**src/sv/arithmetic_shift_with_flags_assert.svh**
```systemverilog
// ----------------------------------------------------------------------------
// Arithmetic shift with flags: assertion macros
// Concurrent assertion wrappers clocked on clock; empty when SYNTH is defined.
// ----------------------------------------------------------------------------
`ifndef ARITHMETIC_SHIFT_WITH_FLAGS_ASSERT_SVH
`define ARITHMETIC_SHIFT_WITH_FLAGS_ASSERT_SVH

`ifndef SYNTH
`define ASF_ASSERT(lbl, prop, msg) \
   lbl: assert property (@(posedge clock) disable iff (reset) prop) else $error(msg);
`define ASF_ASSERT_RST(lbl, prop, msg) \
   lbl: assert property (@(posedge clock) prop) else $error(msg);
`else
`define ASF_ASSERT(lbl, prop, msg)
`define ASF_ASSERT_RST(lbl, prop, msg)
`endif

`endif

```
**src/sv/asf_pkg.sv**
```systemverilog
// ----------------------------------------------------------------------------
// Arithmetic shift with flags: package
// Word types, stage types and opcode field constants shared by all stages.
// ----------------------------------------------------------------------------
package asf_pkg;

   localparam logic [1:0] KIND_BYTE = 2'd0;
   localparam logic [1:0] KIND_WORD = 2'd1;

   localparam int OP_DIR_BIT     = 8;
   localparam int OP_REG_CNT_BIT = 5;
   localparam int OP_CNT_LSB     = 9;
   localparam int OP_CNT_MSB     = 11;
   localparam int OP_DEST_MSB    = 2;

   localparam logic [5:0] CNT_IMM_ZERO = 6'd8;
   localparam logic [7:0] BASE_SHORT   = 8'd6;
   localparam logic [7:0] BASE_LONG    = 8'd8;

   typedef struct packed {
      logic [1:0]  kind;
      logic [15:0] opcode;
      logic [5:0]  count_register_low;
      logic [31:0] destination_value;
      logic        x_in;
   } req_type;

   typedef struct packed {
      logic [31:0] result_value;
      logic [2:0]  dest_index;
      logic        flag_x;
      logic        flag_n;
      logic        flag_z;
      logic        flag_v;
      logic        flag_c;
      logic [7:0]  cycles;
   } rsp_type;

   typedef struct packed {
      logic [1:0]  kind;
      logic        left;
      logic [5:0]  cnt;
      logic        cnt_zero;
      logic        cnt_ge_w;
      logic [31:0] value;
      logic [31:0] mask;
      logic [31:0] topmask;
      logic [31:0] dst;
      logic [2:0]  dest_index;
      logic        x_in;
      logic [7:0]  cycles;
   } dec_type;

   typedef struct packed {
      logic [1:0]  kind;
      logic [31:0] result;
      logic        carry;
      logic        ovf;
      logic        cnt_zero;
      logic [31:0] mask;
      logic [31:0] dst;
      logic [2:0]  dest_index;
      logic        x_in;
      logic [7:0]  cycles;
   } shf_type;

endpackage

```
**src/sv/arithmetic_shift_with_flags.sv**
```systemverilog
// ----------------------------------------------------------------------------
// Arithmetic shift with flags
// Shifts the low byte, word or long of a data register left or right
// arithmetically and returns the new register value, flags and cycle cost.
//
// The req channel carries one instruction word per handshake: size, opcode,
// count register bits, destination contents and the incoming X flag. The rsp
// channel returns one word per instruction, in order: the new register value
// with the upper bits kept, the destination number, X, N, Z, V, C and the
// cycle cost. Both channels use valid and ready.
// A word accepted at a rising edge passes the decode, shift and flag
// register stages in that order, and rsp_valid rises once the word is held
// in the flag register. One word is accepted every cycle while the receiver
// takes words, since each stage takes a new word as it passes its last on.
// When rsp_ready is low, words stay in their stages and req_ready falls once
// all three stages hold a word; nothing is lost or repeated.
// Reset empties all three stages and holds rsp_valid low.
// ----------------------------------------------------------------------------
`include "arithmetic_shift_with_flags_assert.svh"

module arithmetic_shift_with_flags (
   input  logic             clock,
   input  logic             reset,
   input  logic             req_valid,
   output logic             req_ready,
   input  asf_pkg::req_type req_data,
   output logic             rsp_valid,
   input  logic             rsp_ready,
   output asf_pkg::rsp_type rsp_data
);
   import asf_pkg::*;

   logic    dec_valid;
   logic    dec_ready;
   dec_type dec_data;
   logic    shf_valid;
   logic    shf_ready;
   shf_type shf_data;

   asf_decode u_decode (
      .clock     (clock),
      .reset     (reset),
      .in_valid  (req_valid),
      .in_ready  (req_ready),
      .in_data   (req_data),
      .out_valid (dec_valid),
      .out_ready (dec_ready),
      .out_data  (dec_data)
   );

   asf_shift u_shift (
      .clock     (clock),
      .reset     (reset),
      .in_valid  (dec_valid),
      .in_ready  (dec_ready),
      .in_data   (dec_data),
      .out_valid (shf_valid),
      .out_ready (shf_ready),
      .out_data  (shf_data)
   );

   asf_flags u_flags (
      .clock     (clock),
      .reset     (reset),
      .in_valid  (shf_valid),
      .in_ready  (shf_ready),
      .in_data   (shf_data),
      .out_valid (rsp_valid),
      .out_ready (rsp_ready),
      .out_data  (rsp_data)
   );

   `ASF_ASSERT_RST(a_reset_empty, $past(reset) && !reset |-> !rsp_valid, "response valid right after reset")
   `ASF_ASSERT(a_full_rate, rsp_ready |-> req_ready, "input stalled while output drains")
   `ASF_ASSERT(a_zero_not_negative, rsp_valid && rsp_data.flag_z |-> !rsp_data.flag_n, "Z and N both set")

endmodule

```
**src/sv/asf_decode.sv**
```systemverilog
// ----------------------------------------------------------------------------
// Arithmetic shift with flags: decode stage
// Resolves the shift count, operand size, masks and cycle cost.
// ----------------------------------------------------------------------------
module asf_decode (
   input  logic             clock,
   input  logic             reset,
   input  logic             in_valid,
   output logic             in_ready,
   input  asf_pkg::req_type in_data,
   output logic             out_valid,
   input  logic             out_ready,
   output asf_pkg::dec_type out_data
);
   import asf_pkg::*;

   logic       valid_ff;
   dec_type    data_ff;
   dec_type    data_in;
   logic [5:0] imm_cnt;
   logic [5:0] width;
   logic [6:0] cnt_plus;

   always_comb begin
      imm_cnt = {3'b000, in_data.opcode[OP_CNT_MSB:OP_CNT_LSB]};
      if (in_data.opcode[OP_REG_CNT_BIT]) begin
         data_in.cnt = in_data.count_register_low;
      end else if (imm_cnt == 6'd0) begin
         data_in.cnt = CNT_IMM_ZERO;
      end else begin
         data_in.cnt = imm_cnt;
      end
      case (in_data.kind)
         KIND_BYTE: begin
            width          = 6'd8;
            data_in.mask   = 32'h0000_00FF;
            data_in.cycles = BASE_SHORT + {1'b0, data_in.cnt, 1'b0};
         end
         KIND_WORD: begin
            width          = 6'd16;
            data_in.mask   = 32'h0000_FFFF;
            data_in.cycles = BASE_SHORT + {1'b0, data_in.cnt, 1'b0};
         end
         default: begin
            width          = 6'd32;
            data_in.mask   = 32'hFFFF_FFFF;
            data_in.cycles = BASE_LONG + {1'b0, data_in.cnt, 1'b0};
         end
      endcase
      cnt_plus           = {1'b0, data_in.cnt} + 7'd1;
      data_in.topmask    = data_in.mask & ~(data_in.mask >> cnt_plus);
      data_in.kind       = in_data.kind;
      data_in.left       = in_data.opcode[OP_DIR_BIT];
      data_in.cnt_zero   = (data_in.cnt == 6'd0);
      data_in.cnt_ge_w   = (data_in.cnt >= width);
      data_in.value      = in_data.destination_value & data_in.mask;
      data_in.dst        = in_data.destination_value;
      data_in.dest_index = in_data.opcode[OP_DEST_MSB:0];
      data_in.x_in       = in_data.x_in;
   end

   assign in_ready  = !valid_ff || out_ready;
   assign out_valid = valid_ff;
   assign out_data  = data_ff;

   always_ff @(posedge clock) begin
      if (reset) begin
         valid_ff <= 1'b0;
      end else if (in_ready) begin
         valid_ff <= in_valid;
      end
   end

   always_ff @(posedge clock) begin
      if (in_ready && in_valid) begin
         data_ff <= data_in;
      end
   end

endmodule

```
**src/sv/asf_shift.sv**
```systemverilog
// ----------------------------------------------------------------------------
// Arithmetic shift with flags: shift stage
// Barrel shift left or right with sign fill, last bit out and overflow.
// ----------------------------------------------------------------------------
`include "arithmetic_shift_with_flags_assert.svh"

module asf_shift (
   input  logic             clock,
   input  logic             reset,
   input  logic             in_valid,
   output logic             in_ready,
   input  asf_pkg::dec_type in_data,
   output logic             out_valid,
   input  logic             out_ready,
   output asf_pkg::shf_type out_data
);
   import asf_pkg::*;

   logic               valid_ff;
   shf_type            data_ff;
   shf_type            data_in;
   logic [31:0]        sext;
   logic signed [32:0] ext;
   logic [32:0]        rshift;
   logic [32:0]        lshift;
   logic [31:0]        top;
   logic               lcarry;

   always_comb begin
      case (in_data.kind)
         KIND_BYTE: begin
            sext   = {{24{in_data.value[7]}}, in_data.value[7:0]};
            lshift = {1'b0, in_data.value} << in_data.cnt;
            lcarry = lshift[8];
         end
         KIND_WORD: begin
            sext   = {{16{in_data.value[15]}}, in_data.value[15:0]};
            lshift = {1'b0, in_data.value} << in_data.cnt;
            lcarry = lshift[16];
         end
         default: begin
            sext   = in_data.value;
            lshift = {1'b0, in_data.value} << in_data.cnt;
            lcarry = lshift[32];
         end
      endcase
      ext    = $signed({sext, 1'b0});
      rshift = ext >>> in_data.cnt;
      top    = in_data.value & in_data.topmask;
      if (in_data.left) begin
         data_in.result = lshift[31:0] & in_data.mask;
         data_in.carry  = lcarry;
         if (in_data.cnt_ge_w) begin
            data_in.ovf = (in_data.value != 32'd0);
         end else begin
            data_in.ovf = (top != 32'd0) && (top != in_data.topmask);
         end
      end else begin
         data_in.result = rshift[32:1] & in_data.mask;
         data_in.carry  = rshift[0];
         data_in.ovf    = 1'b0;
      end
      data_in.kind       = in_data.kind;
      data_in.cnt_zero   = in_data.cnt_zero;
      data_in.mask       = in_data.mask;
      data_in.dst        = in_data.dst;
      data_in.dest_index = in_data.dest_index;
      data_in.x_in       = in_data.x_in;
      data_in.cycles     = in_data.cycles;
   end

   assign in_ready  = !valid_ff || out_ready;
   assign out_valid = valid_ff;
   assign out_data  = data_ff;

   always_ff @(posedge clock) begin
      if (reset) begin
         valid_ff <= 1'b0;
      end else if (in_ready) begin
         valid_ff <= in_valid;
      end
   end

   always_ff @(posedge clock) begin
      if (in_ready && in_valid) begin
         data_ff <= data_in;
      end
   end

   `ASF_ASSERT(a_zero_count_quiet, valid_ff && data_ff.cnt_zero |-> !data_ff.carry && !data_ff.ovf, "zero count produced carry or overflow")
   `ASF_ASSERT(a_right_no_ovf, in_valid && in_ready && !in_data.left |=> !data_ff.ovf, "right shift produced overflow")
   `ASF_ASSERT(a_result_in_size, valid_ff |-> (data_ff.result & ~data_ff.mask) == 32'd0, "shift result exceeds operand size")

endmodule

```
**src/sv/asf_flags.sv**
```systemverilog
// ----------------------------------------------------------------------------
// Arithmetic shift with flags: flag stage
// Merges the kept upper bits and forms the X, N, Z, V and C flags.
// ----------------------------------------------------------------------------
module asf_flags (
   input  logic             clock,
   input  logic             reset,
   input  logic             in_valid,
   output logic             in_ready,
   input  asf_pkg::shf_type in_data,
   output logic             out_valid,
   input  logic             out_ready,
   output asf_pkg::rsp_type out_data
);
   import asf_pkg::*;

   logic    valid_ff;
   rsp_type data_ff;
   rsp_type data_in;

   always_comb begin
      case (in_data.kind)
         KIND_BYTE: data_in.flag_n = in_data.result[7];
         KIND_WORD: data_in.flag_n = in_data.result[15];
         default:   data_in.flag_n = in_data.result[31];
      endcase
      data_in.result_value = (in_data.dst & ~in_data.mask) | in_data.result;
      data_in.dest_index   = in_data.dest_index;
      data_in.flag_x       = in_data.cnt_zero ? in_data.x_in : in_data.carry;
      data_in.flag_z       = (in_data.result == 32'd0);
      data_in.flag_v       = in_data.ovf;
      data_in.flag_c       = in_data.carry;
      data_in.cycles       = in_data.cycles;
   end

   assign in_ready  = !valid_ff || out_ready;
   assign out_valid = valid_ff;
   assign out_data  = data_ff;

   always_ff @(posedge clock) begin
      if (reset) begin
         valid_ff <= 1'b0;
      end else if (in_ready) begin
         valid_ff <= in_valid;
      end
   end

   always_ff @(posedge clock) begin
      if (in_ready && in_valid) begin
         data_ff <= data_in;
      end
   end

endmodule

```
**config.mk**
```make
export PLATFORM = sky130hd
export DESIGN_NAME = arithmetic_shift_with_flags
export DESIGN_NICKNAME = d
export VERILOG_FILES = /design/src/sv/asf_pkg.sv /design/src/sv/arithmetic_shift_with_flags.sv /design/src/sv/asf_decode.sv /design/src/sv/asf_shift.sv /design/src/sv/asf_flags.sv
export VERILOG_INCLUDE_DIRS = /design/src /design/src/sv
export SDC_FILE = /design/constraint.sdc
export NUM_CORES = 1
export LEC_CHECK = 0
export ABC_AREA = 1
export BUFFER_PORTS_ARGS = -buffer_cell sky130_fd_sc_hd__clkbuf_2
export CORE_ASPECT_RATIO = 1.4
export CORE_MARGIN = 4
export CORE_UTILIZATION = 45
export DETAILED_ROUTE_END_ITERATION = 6
export PLACE_DENSITY = 0.62
export SYNTH_ARGS = -nofsm -noshare
export SYNTH_HDL_FRONTEND = slang
export SYNTH_SLANG_ARGS = --single-unit
export TNS_END_PERCENT = 20
```
**constraint.sdc**
```tcl
create_clock -name clock -period 3.1 [get_ports clock]
set_clock_uncertainty 0.15 [all_clocks]
set_input_delay 0.155 -clock clock [delete_from_list [all_inputs] [get_ports clock]]
set_output_delay 0.155 -clock clock [all_outputs]
set_load 0.02 [all_outputs]
```
==> metrics.yaml, run 1 <==
floorplan:
  die_w_um: 153
  io_pins: 111
  dieArea_um2: 32500
  row_count: 74
  start_util: 0.457
  coreArea_um2: 29200
  die_h_um: 212
power_and_ir_drop:
  irDropWorstVdd_mv: 0.382
  power_mw: 8.14
  power_density_nw_per_um2: 528
  p_leak_nw: 6.63
synthesis:
  synth-edff-count: 232
  ys.flop_type: "edfxtp_1"
  ys_types: 54
  synthesis.instances: 1544
  async_flop_share: 0
  syn_area_um2: 13300
  syn_nets: 1613
  yosys_warnings: 0
  syn_area_per_cell_um2: 8.63
  seq_area_frac_synth: 0.527
  ys_seq_elements: 235
timing:
  relSlewSlack: 0.544
  hold_violations: 0
  tightest_slew_ps: 677
  finalCriticalPeriod_ps: 2580
  setup_viol_count_final: 0
  rsz0062_at_grt: "no"
  whs_ps: 66.9
  finalSetupTns_ps: 0
  setup_slack_ps: 519
  fmaxAchievable_mhz: 387
  finalMaxSlewViolations: 0
  fin_crit_sh: 0.833
worst_setup_path:
  crit_type: "reg -> reg"
  cp-end-kind: "register"
  crit_fanout: 22
  cp.required_ps: 3230
  start_kind: "register"
  critPathArrivalTime_ps: 2710
layout:
  final_common_cell: "nand2_1"
  final_area_um2: 15400
  most-common-layout-cells: "410 x nand2_1, 232 x edfxtp_1, 204 x nand3_1"
  drive_gt1_frac: 0.131
  fillerInstances: 2782
  utilization: 0.529
  fin_cells: 2064
  nets: 1735
  area_growth_pct: 15.7
clock_network:
  cts_hold_buf: 48
  cts_max_level: 1
  cts_buffers: 23
  cts_buffer_depth: 3
  cts.sinks: 235
  clk_latency_ps: 540
  clkTransAtPathRegs_ps: 70
  root_buffer: "clkbuf_16"
  tritoncts: "yes"
  postCtsSetupBuffers: 0
  postCtsResizedCells: 0
placement:
  place_congestion: 0.945
  port_buffers: 101
  place_ws_ps: 560
  dpl.cell_count: 1973
  hpwl_um: 31800
  post_dp_cell_area_um2: 14200
drt:
  antenna_left: 0
  wire_per_inst_um: 20.3
  drcViolationCount: 0
  routed_wl_um: 41900
  detailroute.via_count: 11500
  first_pass_iters: 6
  viasPerCell: 5.59
  drtIter0Drc: 920
run:
  drv_cap: 0
global_routing:
  grt_overflow_total: 0
  track_usage: 0.256
  antenna_found_initial: 0
  grt_max_degree: 112
  grt_pass1_wl_um: 63900
  grt_pass1_vias: 11200
min_path:
  hp-class: "in -> reg"
run_status:
  status: "finished, final reports clean"
[final timing paths]
kind                                    startpoint                                to  slack [ps]  cells after the start
hold reg to reg      u_shift.out_data[2]$_DFFE_PP_     u_flags.out_data[2]$_DFFE_PP_         260                      0
setup reg to reg  u_decode.out_data[150]$_DFFE_PP_    u_shift.out_data[96]$_DFFE_PP_         520                     11
hold / removal                        req_data[48]  u_decode.out_data[142]$_DFFE_PP_          70                      3
setup / recovery  u_decode.out_data[150]$_DFFE_PP_    u_shift.out_data[96]$_DFFE_PP_         520                     11
[critical path, cell delays in order (launching register included)]
cell and delay [ps]:
edfxtp_1 460, nor2_4 80, nand2_4 200, nand3_4 300, nand2_8 230, nand2_2 90, nand3_1 120, nand3_1 150
o21ai_1 250, nand2_1 90, nand2_1 80, a21oi_1 80
[layer usage]
metal	vias to the layer above	GRT usage	routed length (um)
met5	-	0	0
met4	0	0.152	2810
met3	128	0.0247	2050
met2	428	0.467	21600
met1	5412	0.289	15500
li1	5565	-	-
[synth_stat cells (11+ instances only)]
master    instances  area [um2]
a21oi_1          69         345
nand3_2          11         110
o211ai_1         15         113
nand3_1         204        1020
nand4_1          12        75.1
clkbuf_1         25        93.8
o21ai_0         109         546
nand2_1         411        1540
nor4_1           14        87.6
buf_2            32         160
nor2_1           74         278
inv_1           150         563
edfxtp_1        232        6970
o21bai_1         19         143
o21ai_1          27         135
[cell type report]
| class | count | area, um2 | share of cell area |
|---|---|---|---|
| inverter | 160 | 609 | 0.0395 |
| tap | 380 | 475 | 0.0308 |
| sequential | 235 | 7030 | 0.456 |
| clock buffer | 24 | 579 | 0.0376 |
| antenna | 1 | 2.50 | 0.000162 |
| clock inverter | 18 | 193 | 0.0125 |
| multi-input combinational | 1063 | 5230 | 0.339 |
| timing repair buffer | 183 | 1300 | 0.0845 |
[cells by family after synthesis]
group / share of synthesized area
AOI/OAI and AO/OA: 0.125
DFF: 0.527
other: 0.000281
buffers and inverters: 0.0812
xor gates and xnor gates: 0.00197
muxes: 0.00685
adders and majority gates: 0.00751
and+or+nand+nor: 0.250
[where the power goes]
part           switching, mW  internal (mW)  leakage, nW
logic                  0.994          0.463         3.98
clock network           1.23           1.63        0.378
registers              0.112           3.70         2.27
total                   2.34           5.80         6.63
[flip-flops by register name, summed over array words and instances, names as in the netlist]
register	count
u_flags.out_data	47
u_shift.out_valid	1
u_decode.out_valid	1
u_flags.out_valid	1
u_decode.out_data	111
u_shift.out_data	74
(Power assumes the default switching activity.)
==> run 2: changes to the inputs <==
==> constraint.sdc (replaced) <==
create_clock -name clock -period 2.3 [get_ports clock]
set_clock_uncertainty 0.15 [all_clocks]
set_input_delay 0.115 -clock clock [delete_from_list [all_inputs] [get_ports clock]]
set_output_delay 0.115 -clock clock [all_outputs]
set_load 0.02 [all_outputs]
==> run 2 against run 1 <==
The run now ends with negative setup slack left; cell count up 6.9%; sequential share of layout area down 4.9 points; die area unchanged; combinational power up 73%; core utilization up 6.4 points; critical path depth up 1; global-route usage up 3.3 points; fmax up 4.9%; non-clock buffer count up 144; critical endpoint is now u_shift.out_data[95]$_DFFE_PP_; largest power group unchanged.
==> metrics.yaml, run 2 (synthesis results as in run 1) <==
power_and_ir_drop:
  clkPwrFrac: 0.330
  p_sw_frac: 0.290
  seq_power_share: 0.449
  power_frac_comb: 0.221
  power_density_nw_per_um2: 661
  irDropWorstVdd_mv: 0.757
  netSwitchingPower_mw: 3.32
  intPower_mw: 8.11
  p_leak_nw: 7.54
timing:
  relSlewSlack: 0.630
  setup_slack_ps: -160
  tightest_slew_ps: 555
  hold_violations: 0
  fin_crit_sh: 1.07
  fmaxAchievable_mhz: 406
  setup_viol_count_final: 31
  finalCriticalPeriod_ps: 2460
  finalMaxSlewViolations: 0
  rsz0062_at_grt: "yes"
  finalSetupTns_ps: -2690
  whs_ps: 86.1
worst_setup_path:
  start_kind: "register"
  r2r_start: "u_decode.out_data[149]$_DFFE_PP_"
  crit_fanout: 10
  reg2reg_depth: 12
  cp-startpoint: "u_decode.out_data[149]$_DFFE_PP_"
  critPathArrivalTime_ps: 2660
  cp-end-kind: "register"
  cp.required_ps: 2500
  crit_type: "reg -> reg"
  rrSetupSlack_ps: -160
clock_network:
  cts.sinks: 235
  clk_latency_ps: 530
  tritoncts: "yes"
  cts_buffer_depth: 3
  root_buffer: "clkbuf_16"
  clkTransAtPathRegs_ps: 70
  cts_buffers: 23
  cts_max_level: 1
placement:
  hpwl_um: 36800
  port_buffers: 101
  place_congestion: 1.00
layout:
  fillerInstances: 2582
  seq_area_um2: 7030
  area_growth_pct: 29.8
  largest_reg_flops: 111
  drive_gt1_frac: 0.260
  multi_input_area_um2: 5780
  nets: 1879
  most-common-layout-cells: "390 x nand2_1, 232 x edfxtp_1, 149 x buf_4"
  final_common_cell: "nand2_1"
run_status:
  status: "finished, violations left"
  violations: "negative setup slack"
drt:
  antenna_left: 0
  wire_per_inst_um: 21.8
  detailroute.via_count: 12200
  drcViolationCount: 0
  drtIter0Drc: 977
  first_pass_iters: 5
  routed_wl_um: 48100
  viasPerCell: 5.55
global_routing:
  grt_pass1_vias: 12200
  antenna_found_initial: 1
  grt_pass1_wl_um: 71400
  grt_overflow_total: 0
  grt_max_degree: 63
  track_usage: 0.289
floorplan:
  coreArea_um2: 29200
  die_h_um: 212
  row_count: 74
  io_pins: 111
  die_w_um: 153
  start_util: 0.457
  dieArea_um2: 32500
run:
  drv_cap: 0
min_path:
  min_path_cells: 4
  worstHoldStart: "req_data[33]"
  hp-class: "in -> reg"
## run 2: cell types whose count changed in the layout (fill, tap and decap cells not counted), moves of 17 or more
cell | before | now
a21oi_1 | 68 | 50
a21oi_2 | 1 | 19
buf_4 | 29 | 149
nand2_1 | 410 | 390
nand2_2 | 5 | 23
nand3_1 | 204 | 148
nand3_2 | 11 | 65
o21ai_0 | 109 | 77
o21ai_1 | 27 | 44
## run 2: area by class of cell
cell class                      count  share of cell area
Multi-Input combinational cell   1063               0.334
Clock buffer                       27              0.0342
Clock inverter                     14             0.00868
Sequential cell                   235               0.407
Tap cell                          380              0.0275
Inverter                          160              0.0355
Antenna cell                        1            0.000145
Timing Repair Buffer              327               0.153
## run 2: power by group through the flow
stage               Sequential (mW)  Combinational [mW]  Clock, mW
floorplan                      5.19                1.27          0
global placement               5.22                2.20          0
detailed placement             5.23                2.20          0
CTS                            5.14                2.33       3.84
global route                   5.15                2.74       4.00
finish                         5.14                2.52       3.77
## run 2: stage by stage
stage          cells  cell area, um2  utilization  worst slack [ps]  total power [mW]
2_1_floorplan   1544           13300            -              -646              6.46
3_3_place_gp    2107           15300        0.525              -334              7.42
3_5_place_dp    2107           15300        0.525              -309              7.43
4_1_cts         2199           16700        0.574              -118              11.3
5_1_grt         2207           17300        0.593              -227              11.9
6_report        2207           17300        0.593              -160              11.4
## run 2: worst paths after layout
kind / to
max: u_shift.out_data[95]$_DFFE_PP_
min: u_decode.out_data[1]$_DFFE_PP_
max reg2reg: u_shift.out_data[95]$_DFFE_PP_
min reg2reg: u_flags.out_data[3]$_DFFE_PP_
## run 2: worst max-delay path, stage by stage, from the launching register on
cell      delay [ps]
edfxtp_1         520
nor2_4           250
nand2_4          130
nand3_4          150
buf_12           150
nand3_2           90
nand3_2          120
nand3_1          130
nand2_4          120
nand2_1           80
nand3_1           90
nand2_1           70
a21oi_2          240
## run 2: repair_timing
action,4_1_cts,5_1_grt
hold buffers,49,0
gates resized for setup,39,129
setup buffers,1,3
pin swaps,6,17
setup endpoints to repair,29,34
endpoints found under the hold margin,80,0
cloned,1,4
## run 2: per-layer routing
| metal | track usage | part of all wire | wire length [um] | up-vias |
|---|---|---|---|---|
| met1 | 0.322 | 0.36 | 17300 | 5789 |
| li1 | - | - | - | 5863 |
| met3 | 0.0243 | 0.041 | 1990 | 154 |
| met4 | 0.172 | 0.077 | 3690 | 0 |
| met5 | 0 | 0 | 0 | - |
| met2 | 0.535 | 0.52 | 25100 | 443 |
